--- src/rtl/gtls_pkg.sv ---
`default_nettype none
package gtls_pkg;

  localparam int unsigned MAX_LIGHTS  = 8;
  localparam int unsigned MASK_W      = 8;
  localparam int unsigned PHASE_W     = 3;
  localparam int unsigned TICK_W      = 32;
  localparam int unsigned COLORS_W    = 2 * MAX_LIGHTS;
  localparam int unsigned CFG_INDEX_W = 8;
  localparam int unsigned CFG_DATA_W  = MASK_W * MAX_LIGHTS;

  localparam logic [CFG_INDEX_W-1:0] CFG_ENABLE          = 8'd0;
  localparam logic [CFG_INDEX_W-1:0] CFG_PHASE_DURATION  = 8'd1;
  localparam logic [CFG_INDEX_W-1:0] CFG_YELLOW_LEN      = 8'd2;
  localparam logic [CFG_INDEX_W-1:0] CFG_GROUP_MASKS     = 8'd3;

  typedef enum logic [1:0] {
    COLOR_UNKNOWN = 2'd0,
    COLOR_RED     = 2'd1,
    COLOR_YELLOW  = 2'd2,
    COLOR_GREEN   = 2'd3
  } color_t;

  typedef struct packed {
    logic               found;
    logic               any_group;
    logic [PHASE_W-1:0] next;
  } search_t;

endpackage
`default_nettype wire

--- src/rtl/gtls_group_search.sv ---
`default_nettype none
module gtls_group_search #(
  parameter int unsigned NUM_GROUPS = 8,
  parameter int unsigned NUM_LIGHTS = 8
) (
  input  wire logic [gtls_pkg::CFG_DATA_W-1:0] masks,
  input  wire logic [gtls_pkg::PHASE_W-1:0]    phase,
  output gtls_pkg::search_t                    result
);

  logic [NUM_GROUPS-1:0]        nonempty;
  logic [gtls_pkg::PHASE_W:0]   cand;

  always_comb begin
    nonempty = '0;
    for (int g = 0; g < NUM_GROUPS; g++) begin
      for (int k = 0; k < NUM_LIGHTS; k++) begin
        if (masks[gtls_pkg::MASK_W * k + g]) begin
          nonempty[g] = 1'b1;
        end
      end
    end
  end

  // scan from the highest offset down so the nearest group after phase wins
  always_comb begin
    result.found     = 1'b0;
    result.any_group = |nonempty;
    result.next      = '0;
    cand             = '0;
    for (int i = NUM_GROUPS - 1; i >= 0; i--) begin
      cand = {1'b0, phase} + (gtls_pkg::PHASE_W+1)'(i + 1);
      if (cand >= (gtls_pkg::PHASE_W+1)'(NUM_GROUPS)) begin
        cand = cand - (gtls_pkg::PHASE_W+1)'(NUM_GROUPS);
      end
      if (nonempty[cand[gtls_pkg::PHASE_W-1:0]]) begin
        result.found = 1'b1;
        result.next  = cand[gtls_pkg::PHASE_W-1:0];
      end
    end
  end

endmodule
`default_nettype wire

--- src/rtl/grouped_traffic_light_sequencer_top.sv ---
`default_nettype none
// Grouped traffic light sequencer. One timestamp item is taken per clock while
// in_stall is low and, while enabled, yields one colour report per item: the
// item is held in an input register, then the 34-bit elapsed-time compares, the
// round-robin group search and the colour update run in one pass into the
// result register. With enable low an item is consumed and no report is
// produced. A waiting report does not block the next item: the input
// register keeps accepting until both it and the result register are full.
module grouped_traffic_light_sequencer_top #(
  parameter int unsigned NUM_GROUPS = 8,
  parameter int unsigned NUM_LIGHTS = 8
) (
  input  wire logic                               clk,
  input  wire logic                               rst,
  input  wire logic                               in_valid,
  output logic                                    in_stall,
  input  wire logic [gtls_pkg::TICK_W-1:0]        now_ticks,
  output logic                                    out_valid,
  input  wire logic                               out_stall,
  output logic [gtls_pkg::COLORS_W-1:0]           light_colors,
  output logic [gtls_pkg::PHASE_W-1:0]            active_phase,
  output logic                                    no_group_error,
  input  wire logic                               cfg_valid,
  output logic                                    cfg_ready,
  input  wire logic [gtls_pkg::CFG_INDEX_W-1:0]   cfg_index,
  input  wire logic [gtls_pkg::CFG_DATA_W-1:0]    cfg_data
);

  logic                              enable;
  logic [gtls_pkg::TICK_W-1:0]       phase_duration;
  logic [gtls_pkg::TICK_W-1:0]       yellow_len;
  logic [gtls_pkg::CFG_DATA_W-1:0]   light_group_masks;

  logic [gtls_pkg::PHASE_W-1:0]      phase;
  logic [gtls_pkg::PHASE_W-1:0]      phase_next;
  logic [gtls_pkg::TICK_W-1:0]       last_switch_time;
  logic                              yellow_pending;
  gtls_pkg::color_t                  colors [NUM_LIGHTS];
  gtls_pkg::color_t                  colors_next [NUM_LIGHTS];

  logic                              s1_valid;
  logic [gtls_pkg::TICK_W-1:0]       s1_ticks;
  logic                              s1_fire;
  logic                              step;

  logic [gtls_pkg::TICK_W-1:0]       elapsed;
  logic [gtls_pkg::TICK_W+1:0]       e2;
  logic [gtls_pkg::TICK_W+1:0]       d2;
  logic [gtls_pkg::TICK_W+1:0]       y_ext;
  logic                              yellow_hit;
  logic                              switch_hit;
  logic                              err;
  logic [gtls_pkg::COLORS_W-1:0]     colors_packed;
  logic [gtls_pkg::MASK_W-1:0]       lmask [NUM_LIGHTS];
  gtls_pkg::search_t                 srch;

  assign cfg_ready = 1'b1;

  always_ff @(posedge clk) begin
    if (rst) begin
      enable            <= 1'b0;
      phase_duration    <= '0;
      yellow_len        <= '0;
      light_group_masks <= '0;
    end else if (cfg_valid && cfg_ready) begin
      case (cfg_index)
        gtls_pkg::CFG_ENABLE:          enable            <= cfg_data[0];
        gtls_pkg::CFG_PHASE_DURATION:  phase_duration    <= cfg_data[gtls_pkg::TICK_W-1:0];
        gtls_pkg::CFG_YELLOW_LEN:      yellow_len        <= cfg_data[gtls_pkg::TICK_W-1:0];
        gtls_pkg::CFG_GROUP_MASKS:     light_group_masks <= cfg_data;
        default: ;
      endcase
    end
  end

  assign s1_fire  = s1_valid && (!out_valid || !out_stall);
  assign in_stall = s1_valid && !s1_fire;
  assign step     = s1_fire && enable;

  always_ff @(posedge clk) begin
    if (rst) begin
      s1_valid <= 1'b0;
    end else if (!in_stall) begin
      s1_valid <= in_valid;
    end
  end

  always_ff @(posedge clk) begin
    if (in_valid && !in_stall) begin
      s1_ticks <= now_ticks;
    end
  end

  gtls_group_search #(
    .NUM_GROUPS (NUM_GROUPS),
    .NUM_LIGHTS (NUM_LIGHTS)
  ) u_search (
    .masks  (light_group_masks),
    .phase  (phase),
    .result (srch)
  );

  assign elapsed    = s1_ticks - last_switch_time;
  assign e2         = {1'b0, elapsed, 1'b0};
  assign d2         = {1'b0, phase_duration, 1'b0};
  assign y_ext      = {2'b00, yellow_len};
  assign yellow_hit = (e2 + y_ext > d2) && (yellow_len != '0) && !yellow_pending;
  assign switch_hit = e2 > d2 + y_ext;
  assign err        = (yellow_hit || switch_hit) && !srch.found;

  always_comb begin
    for (int k = 0; k < NUM_LIGHTS; k++) begin
      lmask[k] = light_group_masks[gtls_pkg::MASK_W * k +: gtls_pkg::MASK_W];
    end
  end

  always_comb begin
    phase_next = phase;
    for (int k = 0; k < NUM_LIGHTS; k++) begin
      colors_next[k] = colors[k];
    end
    if (yellow_hit && srch.found) begin
      for (int k = 0; k < NUM_LIGHTS; k++) begin
        if (lmask[k][phase] && !lmask[k][srch.next]) begin
          colors_next[k] = gtls_pkg::COLOR_YELLOW;
        end
      end
    end
    if (switch_hit && srch.found) begin
      phase_next = srch.next;
      for (int k = 0; k < NUM_LIGHTS; k++) begin
        colors_next[k] = lmask[k][srch.next] ? gtls_pkg::COLOR_GREEN : gtls_pkg::COLOR_RED;
      end
    end
  end

  always_comb begin
    colors_packed = '0;
    for (int k = 0; k < NUM_LIGHTS; k++) begin
      colors_packed[2*k +: 2] = colors_next[k];
    end
  end

  always_ff @(posedge clk) begin
    if (rst) begin
      phase            <= '0;
      last_switch_time <= '0;
      yellow_pending   <= 1'b0;
      for (int k = 0; k < NUM_LIGHTS; k++) begin
        colors[k] <= gtls_pkg::COLOR_UNKNOWN;
      end
    end else if (step) begin
      phase <= phase_next;
      for (int k = 0; k < NUM_LIGHTS; k++) begin
        colors[k] <= colors_next[k];
      end
      if (switch_hit) begin
        yellow_pending   <= 1'b0;
        last_switch_time <= s1_ticks;
      end else if (yellow_hit) begin
        yellow_pending <= 1'b1;
      end
    end
  end

  always_ff @(posedge clk) begin
    if (rst) begin
      out_valid <= 1'b0;
    end else if (!out_valid || !out_stall) begin
      out_valid <= s1_valid && enable;
    end
  end

  always_ff @(posedge clk) begin
    if (step) begin
      light_colors   <= colors_packed;
      active_phase   <= phase_next;
      no_group_error <= err;
    end
  end

`ifndef SYNTHESIS
  a_phase_range: assert property (@(posedge clk) disable iff (rst)
    out_valid |-> ({1'b0, active_phase} < (gtls_pkg::PHASE_W+1)'(NUM_GROUPS)))
    else $error("reported phase outside the group range");

  a_unused_lights_dark: assert property (@(posedge clk) disable iff (rst)
    out_valid |-> ((light_colors >> (2 * NUM_LIGHTS)) == '0))
    else $error("colour reported for a light that does not exist");

  a_error_only_when_empty: assert property (@(posedge clk) disable iff (rst)
    step && err |=> out_valid && no_group_error && $stable(phase))
    else $error("group error without its report or with a phase change");

  a_search_consistent: assert property (@(posedge clk) disable iff (rst)
    srch.found == srch.any_group)
    else $error("group search disagrees with group occupancy");

  a_stall_needs_item: assert property (@(posedge clk) disable iff (rst)
    in_stall |-> s1_valid && out_valid && out_stall)
    else $error("input stalled with room in the pipeline");
`endif

endmodule
`default_nettype wire

--- config.mk ---
export PLATFORM = sky130hd
export DESIGN_NAME = grouped_traffic_light_sequencer_top
export DESIGN_NICKNAME = d
export VERILOG_FILES = /design/src/rtl/gtls_pkg.sv /design/src/rtl/gtls_group_search.sv /design/src/rtl/grouped_traffic_light_sequencer_top.sv
export SDC_FILE = /design/constraint.sdc
export NUM_CORES = 1
export LEC_CHECK = 0
export ABC_AREA = 1
export BUFFER_PORTS_ARGS = -buffer_cell sky130_fd_sc_hd__buf_2
export CAP_MARGIN = 20
export CORE_MARGIN = 3
export CORE_UTILIZATION = 30
export DETAILED_ROUTE_END_ITERATION = 8
export GPL_ROUTABILITY_DRIVEN = 1
export PLACE_DENSITY = 0.57
export SYNTH_ARGS = -nofsm -noshare
export SYNTH_HDL_FRONTEND = slang
export SYNTH_SLANG_ARGS = --single-unit
export TNS_END_PERCENT = 50
--- constraint.sdc ---
create_clock -name clk -period 11 [get_ports clk]
set_clock_uncertainty 0.2 [all_clocks]
set_input_delay 2.2 -clock clk [delete_from_list [all_inputs] [get_ports clk]]
set_output_delay 2.2 -clock clk [all_outputs]
set_load 0.02 [all_outputs]
=== Word-level counts from Yosys, hierarchy flattened ===
Memory sizes are Yosys's and may differ from the RTL's.
Index checks and enable logic that the tools add are counted.

* Bitwise gates (word level): 8
* Reduce and logical (&&, ||, !) cells: 43
* Equal/unequal tests: 3
* Multiplexer cells: 170
* Add/sub/neg operators: 19
* Order comparisons: 20

{| class="wikitable"
|+ Operator list
! kind !! number
|-
| 2-to-1 mux 1 bit || 103
|-
| binary-select mux 1 bit (select 3 bit) || 24
|-
| adder 33 x 32 -> 34 bit || 2
|-
| 2-to-1 mux 3 bit || 17
|-
| 2-to-1 mux 2 bit || 24
|-
| < comparator 3 x 4 -> 1 bit, second input constant || 10
|-
| greater-than comparator 33 x 34 -> 1 bit || 1
|-
| greater-than comparator 34 x 33 -> 1 bit || 1
|-
| greater-or-equal comparator 4 bit, second input constant || 8
|-
| 2-to-1 mux 16 bit || 2
|-
| nonzero test 32 bit || 1
|-
| subtractor 32 bit || 1
|-
| subtractor 3 x 1 -> 3 bit, second input constant || 8
|-
| logical AND 1 bit || 18
|-
| adder 3 x 3 -> 4 bit, second input constant || 4
|-
| == test 8 x 2 -> 1 bit, second input constant || 2
|-
| logical NOT 1 bit || 14
|-
| AND reduction 2 bit || 6
|-
| adder 3 x 2 -> 4 bit, second input constant || 2
|-
| == test 8 x 1 -> 1 bit, second input constant || 1
|-
| logical NOT 8 bit || 1
|-
| OR 1 bit || 8
|-
| adder 3 x 1 -> 4 bit, second input constant || 1
|-
| adder 3 x 4 -> 4 bit, second input constant || 1
|-
| other kinds (2) || 3
|}

* RAM bits: 16
* Input bits: 109
* Word-level logic and storage cells: 277
* Flip-flop bits (word level): 219
* Output and inout bits: 23
* Memories: 1

{| class="wikitable"
|+ Memory list
! memory !! depth !! bits a word !! rd ports !! clocked after Yosys merged registers in !! wr ports !! line !! source
|-
| colors || 8 || 2 || 8 || 0 || 8 || grouped_traffic_light_sequencer_top.sv:38 || <nowiki>gtls_pkg::color_t colors [NUM_LIGHTS];</nowiki>
|}

=== Logic depth before layout (Yosys ltp) ===
Gate-level depths: netlist of run 1.

* Depth in word-level cells: 26
* Depth in mapped cells: 44
* Gate-level depth less buffers: 44

=== Cells and area by module ===
A second synthesis of run 1 with hierarchy kept.

* Cells, all modules: 2321
* Area, all modules: 16804.9 sq um

{| class="wikitable"
|+ Modules (own cells, without submodules)
! module !! times used !! area an instance (sq um) !! seq. area each (sq um) !! cells each
|-
| grouped_traffic_light_sequencer_top || 1 || 15945.3 || 5385.2 || 2137
|-
| gtls_group_search || 1 || 859.6 || 0.0 || 184
|}

=== Worst setup path after synthesis of run 1 ===
OpenSTA, ideal clock, no wires.

* Path type: register to register
* From: reg s1_ticks[0] (netlist bit)
* To: mem colors[1][5] (netlist bit) (data pin)
* Path slack: 5.205 ns
* Path buffers: 0
* Data required time: 10.534 ns
* Period minus slack after synthesis: 5.795 ns
* Arrival: 5.329 ns
* Cell stages (with the launch flop): 41
* Setup time: 0.266 ns
* Cell sequence: edfxtp_1 inv_1 ha_1 inv_1 fa_1 nand2_1 inv_1 nand2_1 nand2_1 a31oi_1 o21ai_0 a31oi_1 o21ai_0 xor2_1 ha_1 nand2_1 nor2_1 nand4_1 [... 5 more ...] nand3_1 nand2_1 nand3_1 nand2_1 xor2_1 ha_1 nand2_1 nor2_1 nand2_1 or4_1 nand2_1 nand2_1 nand3_1 nor2_4 nand3_1 nand2_1 nand2_1 nor2_1

{| class="wikitable"
|+ RTL lines
! element !! line !! source
|-
| start: declaration || grouped_traffic_light_sequencer_top.sv:42 || <nowiki>logic [gtls_pkg::TICK_W-1:0] s1_ticks;</nowiki>
|-
| start signal: assignment || grouped_traffic_light_sequencer_top.sv:90 || <nowiki>s1_ticks <= now_ticks;</nowiki>
|-
| end: declaration || grouped_traffic_light_sequencer_top.sv:38 ||
|}

==> results of run 1 <==
==> cell usage after synthesis, types with 11 or more instances <==
cell and instances:
nand3_1 119, xnor2_1 35, o211ai_1 17, a211oi_1 36, edfxtp_1 68, nor4_1 16
nor2_1 150, nand3b_1 23, o21ai_1 45, inv_1 293, a31oi_1 11, ha_1 161
a21oi_1 278, clkbuf_1 43, nand2_1 386, xor2_1 53, buf_6 14, dfxtp_1 167
o21ai_0 152
==> registers in the layout, summed over array words and instances (netlist names), 3 cells and up <==
register           count
phase                  3
light_group_masks     64
phase_duration        32
light_colors          16
colors                16
last_switch_time      32
s1_ticks              32
active_phase           3
yellow_len            32
==> metrics by stage <==
stage | hold slack [ps] | utilization | setup WS [ps]
2_1_floorplan | 236 | - | 5200
3_3_place_gp | 247 | 0.325 | 4410
3_5_place_dp | 254 | 0.325 | 4250
4_1_cts | 263 | 0.341 | 4230
5_1_grt | 279 | 0.342 | 3560
6_report | 259 | 0.342 | 4190
==> how the worst max path moves through the flow <==
stage	to	slack, ps	start
after floorplan	colors[1][5]$_SDFFCE_PP0P_	5200	s1_ticks[0]$_DFFE_PP_
after global placement	colors[1][5]$_SDFFCE_PP0P_	4410	s1_ticks[0]$_DFFE_PP_
after detailed placement	colors[1][7]$_SDFFCE_PP0P_	4250	s1_ticks[0]$_DFFE_PP_
after CTS	colors[1][5]$_SDFFCE_PP0P_	4230	s1_ticks[0]$_DFFE_PP_
after global routing	colors[1][5]$_SDFFCE_PP0P_	3560	s1_ticks[0]$_DFFE_PP_
final	colors[1][7]$_SDFFCE_PP0P_	4190	s1_ticks[0]$_DFFE_PP_
==> cell families (layout without fill, tap and decap cells) <==
logic type | after synthesis | after routing
other | 1 | 4
and+or+nand+nor | 750 | 750
AOI/OAI and AO/OA | 593 | 593
buffers and inverters | 380 | 487
DFF | 235 | 235
adders and majority gates | 164 | 164
xor gates and xnor gates | 90 | 90
==> tightest hold or removal path, stage by stage, from the launching register on <==
cell	delay (ps)
dfxtp_1	290
inv_1	60
a21oi_1	60
==> routing by layer <==
metal  vias to the layer above  part of all wire  track usage
met1                      7051              0.47        0.230
met4                         2             0.026       0.0486
met2                       380              0.44        0.268
met5                         -           0.00033            0
met3                        91             0.059       0.0262
li1                       7671                 -            -
==> layout by cell type, fill, tap and decap left out, types with 11 or more instances in the layout <==
cell type | synthesis | layout
xor2_1 | 53 | 53
edfxtp_1 | 68 | 68
o21ai_1 | 45 | 45
nor2_1 | 150 | 150
o211ai_1 | 17 | 17
nor4_1 | 16 | 16
inv_1 | 293 | 292
o21ai_0 | 152 | 152
a31oi_1 | 11 | 11
clkbuf_16 | 0 | 27
nand3b_1 | 23 | 23
dfxtp_1 | 167 | 167
buf_2 | 10 | 130
nand2_1 | 386 | 386
nand3_1 | 119 | 119
a211oi_1 | 36 | 36
ha_1 | 161 | 161
a21oi_1 | 278 | 278
xnor2_1 | 35 | 35
==> cell type report <==
type / count / area (sq um) / share of cell area
Antenna cell: 3 / 7.51 / 0.000406
Sequential cell: 235 / 5390 / 0.291
Clock inverter: 9 / 115 / 0.00622
Multi-Input combinational cell: 1598 / 9500 / 0.513
Tap cell: 696 / 871 / 0.0471
Inverter: 302 / 1130 / 0.0613
Timing Repair Buffer: 137 / 736 / 0.0398
Clock buffer: 39 / 752 / 0.0407
==> power by group through the flow <==
stage	clock [W]	combinational, W	sequential (W)
final	0.000888	0.000414	0.000916
after detailed placement	0	0.000412	0.000935
after CTS	0.000917	0.000414	0.000917
after global routing	0.000947	0.000476	0.000918
after floorplan	0	0.000303	0.000932
after global placement	0	0.000405	0.000935
==> impl_metrics.csv, run 1 <==
group,metric,value,unit
place,gp_congestion,0.909,
timing,setup_viol,0,
timing,rsz0062_at_grt,"no",
setup_path,critPathTopFamily,"simple AND/OR/NAND/NOR gates",
timing,drv_slew,0,
finish,final_cells,3019,
power_and_ir_drop,switchingPower,0.000637,W
setup_path,end_kind,"register",
clocking,h-tree-depth,1,
clocking,clock-sinks,235,
setup_path,cp.depth,40,
logic_synthesis,ys_warn_count,0,
timing,max_slew_margin,0.364,
logic_synthesis,synth-edff-count,68,
grt,grt_antenna_before_repair,2,
logic_synthesis,synth_top_area_frac,0.204,
routing,drt_pass1_iterations,6,
power_and_ir_drop,irDropWorstVdd,0.0000870,V
timing,hold_violations,0,
logic_synthesis,syn_nets,2486,
logic_synthesis,synth.area.top_cells,"dfxtp_1 (20%), edfxtp_1 (12%), ha_1 (12%), nand2_1 (8.8%), a21oi_1 (8.5%)",
power_and_ir_drop,powerDensity,120,mW/mm^2
timing,post-route-min-period,6810,ps
routing,finalWirelength,48900,microns
die,die_w,240,microns
logic_synthesis,synth.distinct_cells,59,
hold_path,hold_path_startpoint,"last_switch_time[26]$_SDFFE_PP0P_",
clocking,root_buffer,"clkbuf_16",
logic_synthesis,ys_ff_latch,235,
outcome,outcome,"finished, final reports clean",
place,placed_cell_area,0.0176,sq mm
job,maxCapViolations,0,
power_and_ir_drop,power.internal,0.00158,W
finish,nNetsFinal,2574,
die,die_y,240,microns
logic_synthesis,ys_seq_area_frac,0.328,
routing,wl_per_cell,16.2,microns
setup_path,cp_data_required_time,11080,ps
setup_path,rrSetupSlack,4190,ps
grt,grt_pass1_wl,76900,microns
grt,grt_pass1_vias,14400,
clocking,cts_hold_buf,0,
setup_path,timing.rr.end,"colors[1][7]$_SDFFCE_PP0P_",
place,hpwlAfterDp,38100,microns
setup_path,reg2reg_depth,40,
finish,syn_to_final_growth,12.6,%
power_and_ir_drop,seqPwrFrac,0.413,
setup_path,slowest_stage,"o21ai_0",
clocking,clk_latency,560,ps
power_and_ir_drop,power,0.00222,W
routing,ant_nets,0,
routing,vias,15200,
clocking,cts_buffers,27,
setup_path,crit_type,"register to register",
clocking,clk_path_buf_depth,3,
logic_synthesis,avgSynthCellArea,7.42,sq um
power_and_ir_drop,clkPwrFrac,0.400,
power_and_ir_drop,p_leak,8.32,nW
die,start_util,0.304,
routing,vias_per_cell,5.03,
clocking,clk_pin_slew,60,ps
grt,grt_overflow,0,
clocking,cts_resized,0,
logic_synthesis,synthCells,2213,
logic_synthesis,yosys.area_share.adder,0.126,
place,numPortBuffers,130,
finish,fill_cells,5789,
finish,design_area,0.0185,sq mm
setup_path,cp-start-kind,"register",
logic_synthesis,synth_top_family_by_area,"simple AND/OR/NAND/NOR gates",
power_and_ir_drop,swShare,0.287,
timing,timing.final.crit_share,0.619,
clocking,cts_setup_buffers,0,
logic_synthesis,synth-xor-area-share,0.0489,
logic_synthesis,synth_mux_area_frac,0,
die,rows,85,
routing,drtIter0Drc,1137,
finish,drive_above_1_share,0.0983,
die,fp.dieArea,0.0576,sq mm
setup_path,cp_max_fo,8,
hold_path,hold_path_class,"register to register",
die,io_pins,132,
timing,worstMarginPinSlew,954,ps
logic_synthesis,ys.flop_type,"dfxtp_1",
setup_path,worst_path_largest_cell_delay,530,ps
logic_synthesis,synth-compound-area-share,0.201,
place,place_inst,2966,
power_and_ir_drop,combPwrFrac,0.187,
setup_path,path_buf_inv,3,
logic_synthesis,yosysTopAreaCell,"dfxtp_1",
hold_path,min_to,"last_switch_time[26]$_SDFFE_PP0P_",
clocking,cts_tree,"done",
grt,grt_usage,0.166,
setup_path,r2r-start,"s1_ticks[0]$_DFFE_PP_",
routing,drc,0,
logic_synthesis,synthSimpleGateAreaFrac,0.201,
logic_synthesis,syn_area,0.0164,sq mm
setup_path,cp_common_cell,"nand2_1",
die,coreArea,0.0540,sq mm
hold_path,hold_depth,2,
logic_synthesis,synth-async-reset-ratio,0,
setup_path,worstPathArrival,6890,ps
grt,grt_max_degree,129,
timing,max_freq,147,MHz
timing,tns,0,ps
Power figures use the tool's default switching activity.
==> run 2: changes to the inputs <==
PLACE_DENSITY = 0.58   (was 0.57)
clock period = 5.7 ns   (was 11 ns; I/O delays follow)
==> impl_metrics.csv, run 2 (synthesized netlist as in run 1, its figures left out) <==
group,metric,value,unit
setup_path,reg2reg_depth,34,
setup_path,cp.depth,34,
power_and_ir_drop,power.internal,0.00317,W
timing,worstMarginPinSlew,912,ps
die,io_pins,132,
finish,largest_register_ffs,64,
finish,fill_cells,5702,
timing,setup_viol,32,
die,fp.dieArea,0.0576,sq mm
timing,drv_slew,0,
timing,max_freq,171,MHz
clocking,clock-sinks,235,
setup_path,cp_max_fo,8,
die,coreArea,0.0540,sq mm
clocking,h-tree-depth,1,
die,die_w,240,microns
die,rows,85,
timing,hold_violations,0,
finish,final_cells,3190,
timing,setup_slack,-151,ps
power_and_ir_drop,irDropWorstVdd,0.000202,V
place,numPortBuffers,130,
routing,vias,15700,
setup_path,cp_data_required_time,5800,ps
finish,regMostFlops,"light_group_masks",
hold_path,hold_depth,2,
job,maxCapViolations,0,
routing,drt_pass1_iterations,5,
power_and_ir_drop,clkPwrFrac,0.376,
clocking,cts_buffers,27,
place,placed_cell_area,0.0188,sq mm
finish,final_common_cell,"nand2_1",
setup_path,end_kind,"register",
routing,drtIter0Drc,975,
setup_path,path_buf_inv,3,
hold_path,hold_path_startpoint,"last_switch_time[9]$_SDFFE_PP0P_",
power_and_ir_drop,swShare,0.300,
finish,design_area,0.0203,sq mm
finish,multi_input_area,0.0100,sq mm
finish,final_util,0.376,
grt,grt_overflow,0,
clocking,clk_latency,570,ps
finish,final_cell_mix,"nand2_1 (359), inv_1 (288), a21oi_1 (261), buf_4 (174), dfxtp_1 (167)",
finish,syn_to_final_growth,23.7,%
power_and_ir_drop,seqPwrFrac,0.390,
grt,grt_pass1_vias,15000,
timing,tns,-2910,ps
timing,hold_slack,260,ps
routing,drc,0,
clocking,cts_tree,"done",
power_and_ir_drop,p_leak,9.22,nW
timing,max_slew_margin,0.391,
setup_path,worstPathArrival,5950,ps
setup_path,critPathTopFamily,"simple AND/OR/NAND/NOR gates",
power_and_ir_drop,powerDensity,223,mW/mm^2
routing,ant_nets,0,
routing,finalWirelength,51400,microns
timing,post-route-min-period,5850,ps
place,gp_congestion,0.917,
clocking,cts_hold_buf,0,
finish,drive_above_1_share,0.201,
power_and_ir_drop,combPwrFrac,0.233,
finish,nNetsFinal,2746,
power_and_ir_drop,switchingPower,0.00136,W
setup_path,crit_type,"register to register",
grt,grt_max_degree,129,
timing,timing.final.crit_share,1.03,
grt,grt_antenna_before_repair,1,
outcome,outcome,"finished with violations",
setup_path,worst_path_largest_cell_delay,440,ps
hold_path,hold_path_class,"register to register",
outcome,violations,"negative setup slack",
place,hpwlAfterDp,39800,microns
clocking,clk_path_buf_depth,3,
routing,vias_per_cell,4.93,
die,die_y,240,microns
grt,grt_pass1_wl,79600,microns
die,start_util,0.304,
setup_path,cp-startpoint,"s1_ticks[2]$_DFFE_PP_",
timing,rsz0062_at_grt,"yes",
setup_path,slowest_stage,"or4_1",
place,place_inst,3123,
clocking,clk_pin_slew,60,ps
setup_path,cp-start-kind,"register",
setup_path,r2r-start,"s1_ticks[2]$_DFFE_PP_",
grt,grt_usage,0.173,
finish,regArea,0.00539,sq mm
routing,wl_per_cell,16.1,microns
clocking,root_buffer,"clkbuf_16",
-- run 2: final cells by class --
| cell class | count | share of cell area |
|---|---|---|
| Antenna cell | 1 | 0.000123 |
| Clock buffer | 35 | 0.0372 |
| Clock inverter | 14 | 0.00566 |
| Inverter | 302 | 0.0558 |
| Multi-Input combinational cell | 1598 | 0.492 |
| Sequential cell | 235 | 0.265 |
| Tap cell | 696 | 0.0429 |
| Timing Repair Buffer | 309 | 0.101 |
-- run 2: path summary, 6_finish.rpt --
kind / endpoint / slack, ps
setup / recovery: colors[1][1]$_SDFFCE_PN0P_ / -150
hold / removal: last_switch_time[9]$_SDFFE_PP0P_ / 260
setup reg to reg: colors[1][1]$_SDFFCE_PN0P_ / -150
hold reg to reg: last_switch_time[9]$_SDFFE_PP0P_ / 260
-- run 2: per-stage QoR --
step / total power (W) / worst slack, ps
finish: 0.00453 / -151
global route: 0.00478 / -508
CTS: 0.00454 / -91.2
detailed placement: 0.00277 / -485
global placement: 0.00276 / -354
floorplan: 0.00238 / 3.93
-- run 2: layer usage --
layer / wire [microns] / part of all wire / track usage
met5: 0 / 0 / 0
met2: 23400 / 0.46 / 0.283
met1: 24000 / 0.47 / 0.236
met4: 1280 / 0.025 / 0.0457
met3: 2720 / 0.053 / 0.0291
-- run 2: power groups by stage --
stage	sequential (W)	combinational (W)	clock [W]
6_report	0.00177	0.00106	0.00171
5_1_grt	0.00177	0.00119	0.00182
4_1_cts	0.00177	0.00101	0.00176
3_5_place_dp	0.00180	0.000968	0
3_3_place_gp	0.00180	0.000952	0
2_1_floorplan	0.00180	0.000585	0
-- run 2: repair_timing --
action	4_1_cts	5_1_grt
resized for setup	59	63
endpoints found under the setup margin	36	72
pin swaps	34	43
buffers inserted	8	8
-- run 2: worst reg2reg max path, delay by kind of cell, from the launching register on --
| kind | cells | cell delay [ps] |
|---|---|---|
| AOI/OAI and AO/OA | 10 | 1430 |
| xor gates and xnor gates | 2 | 380 |
| adders and majority gates | 3 | 970 |
| buffers and inverters | 3 | 460 |
| DFF | 1 | 390 |
| and+or+nand+nor | 16 | 1760 |
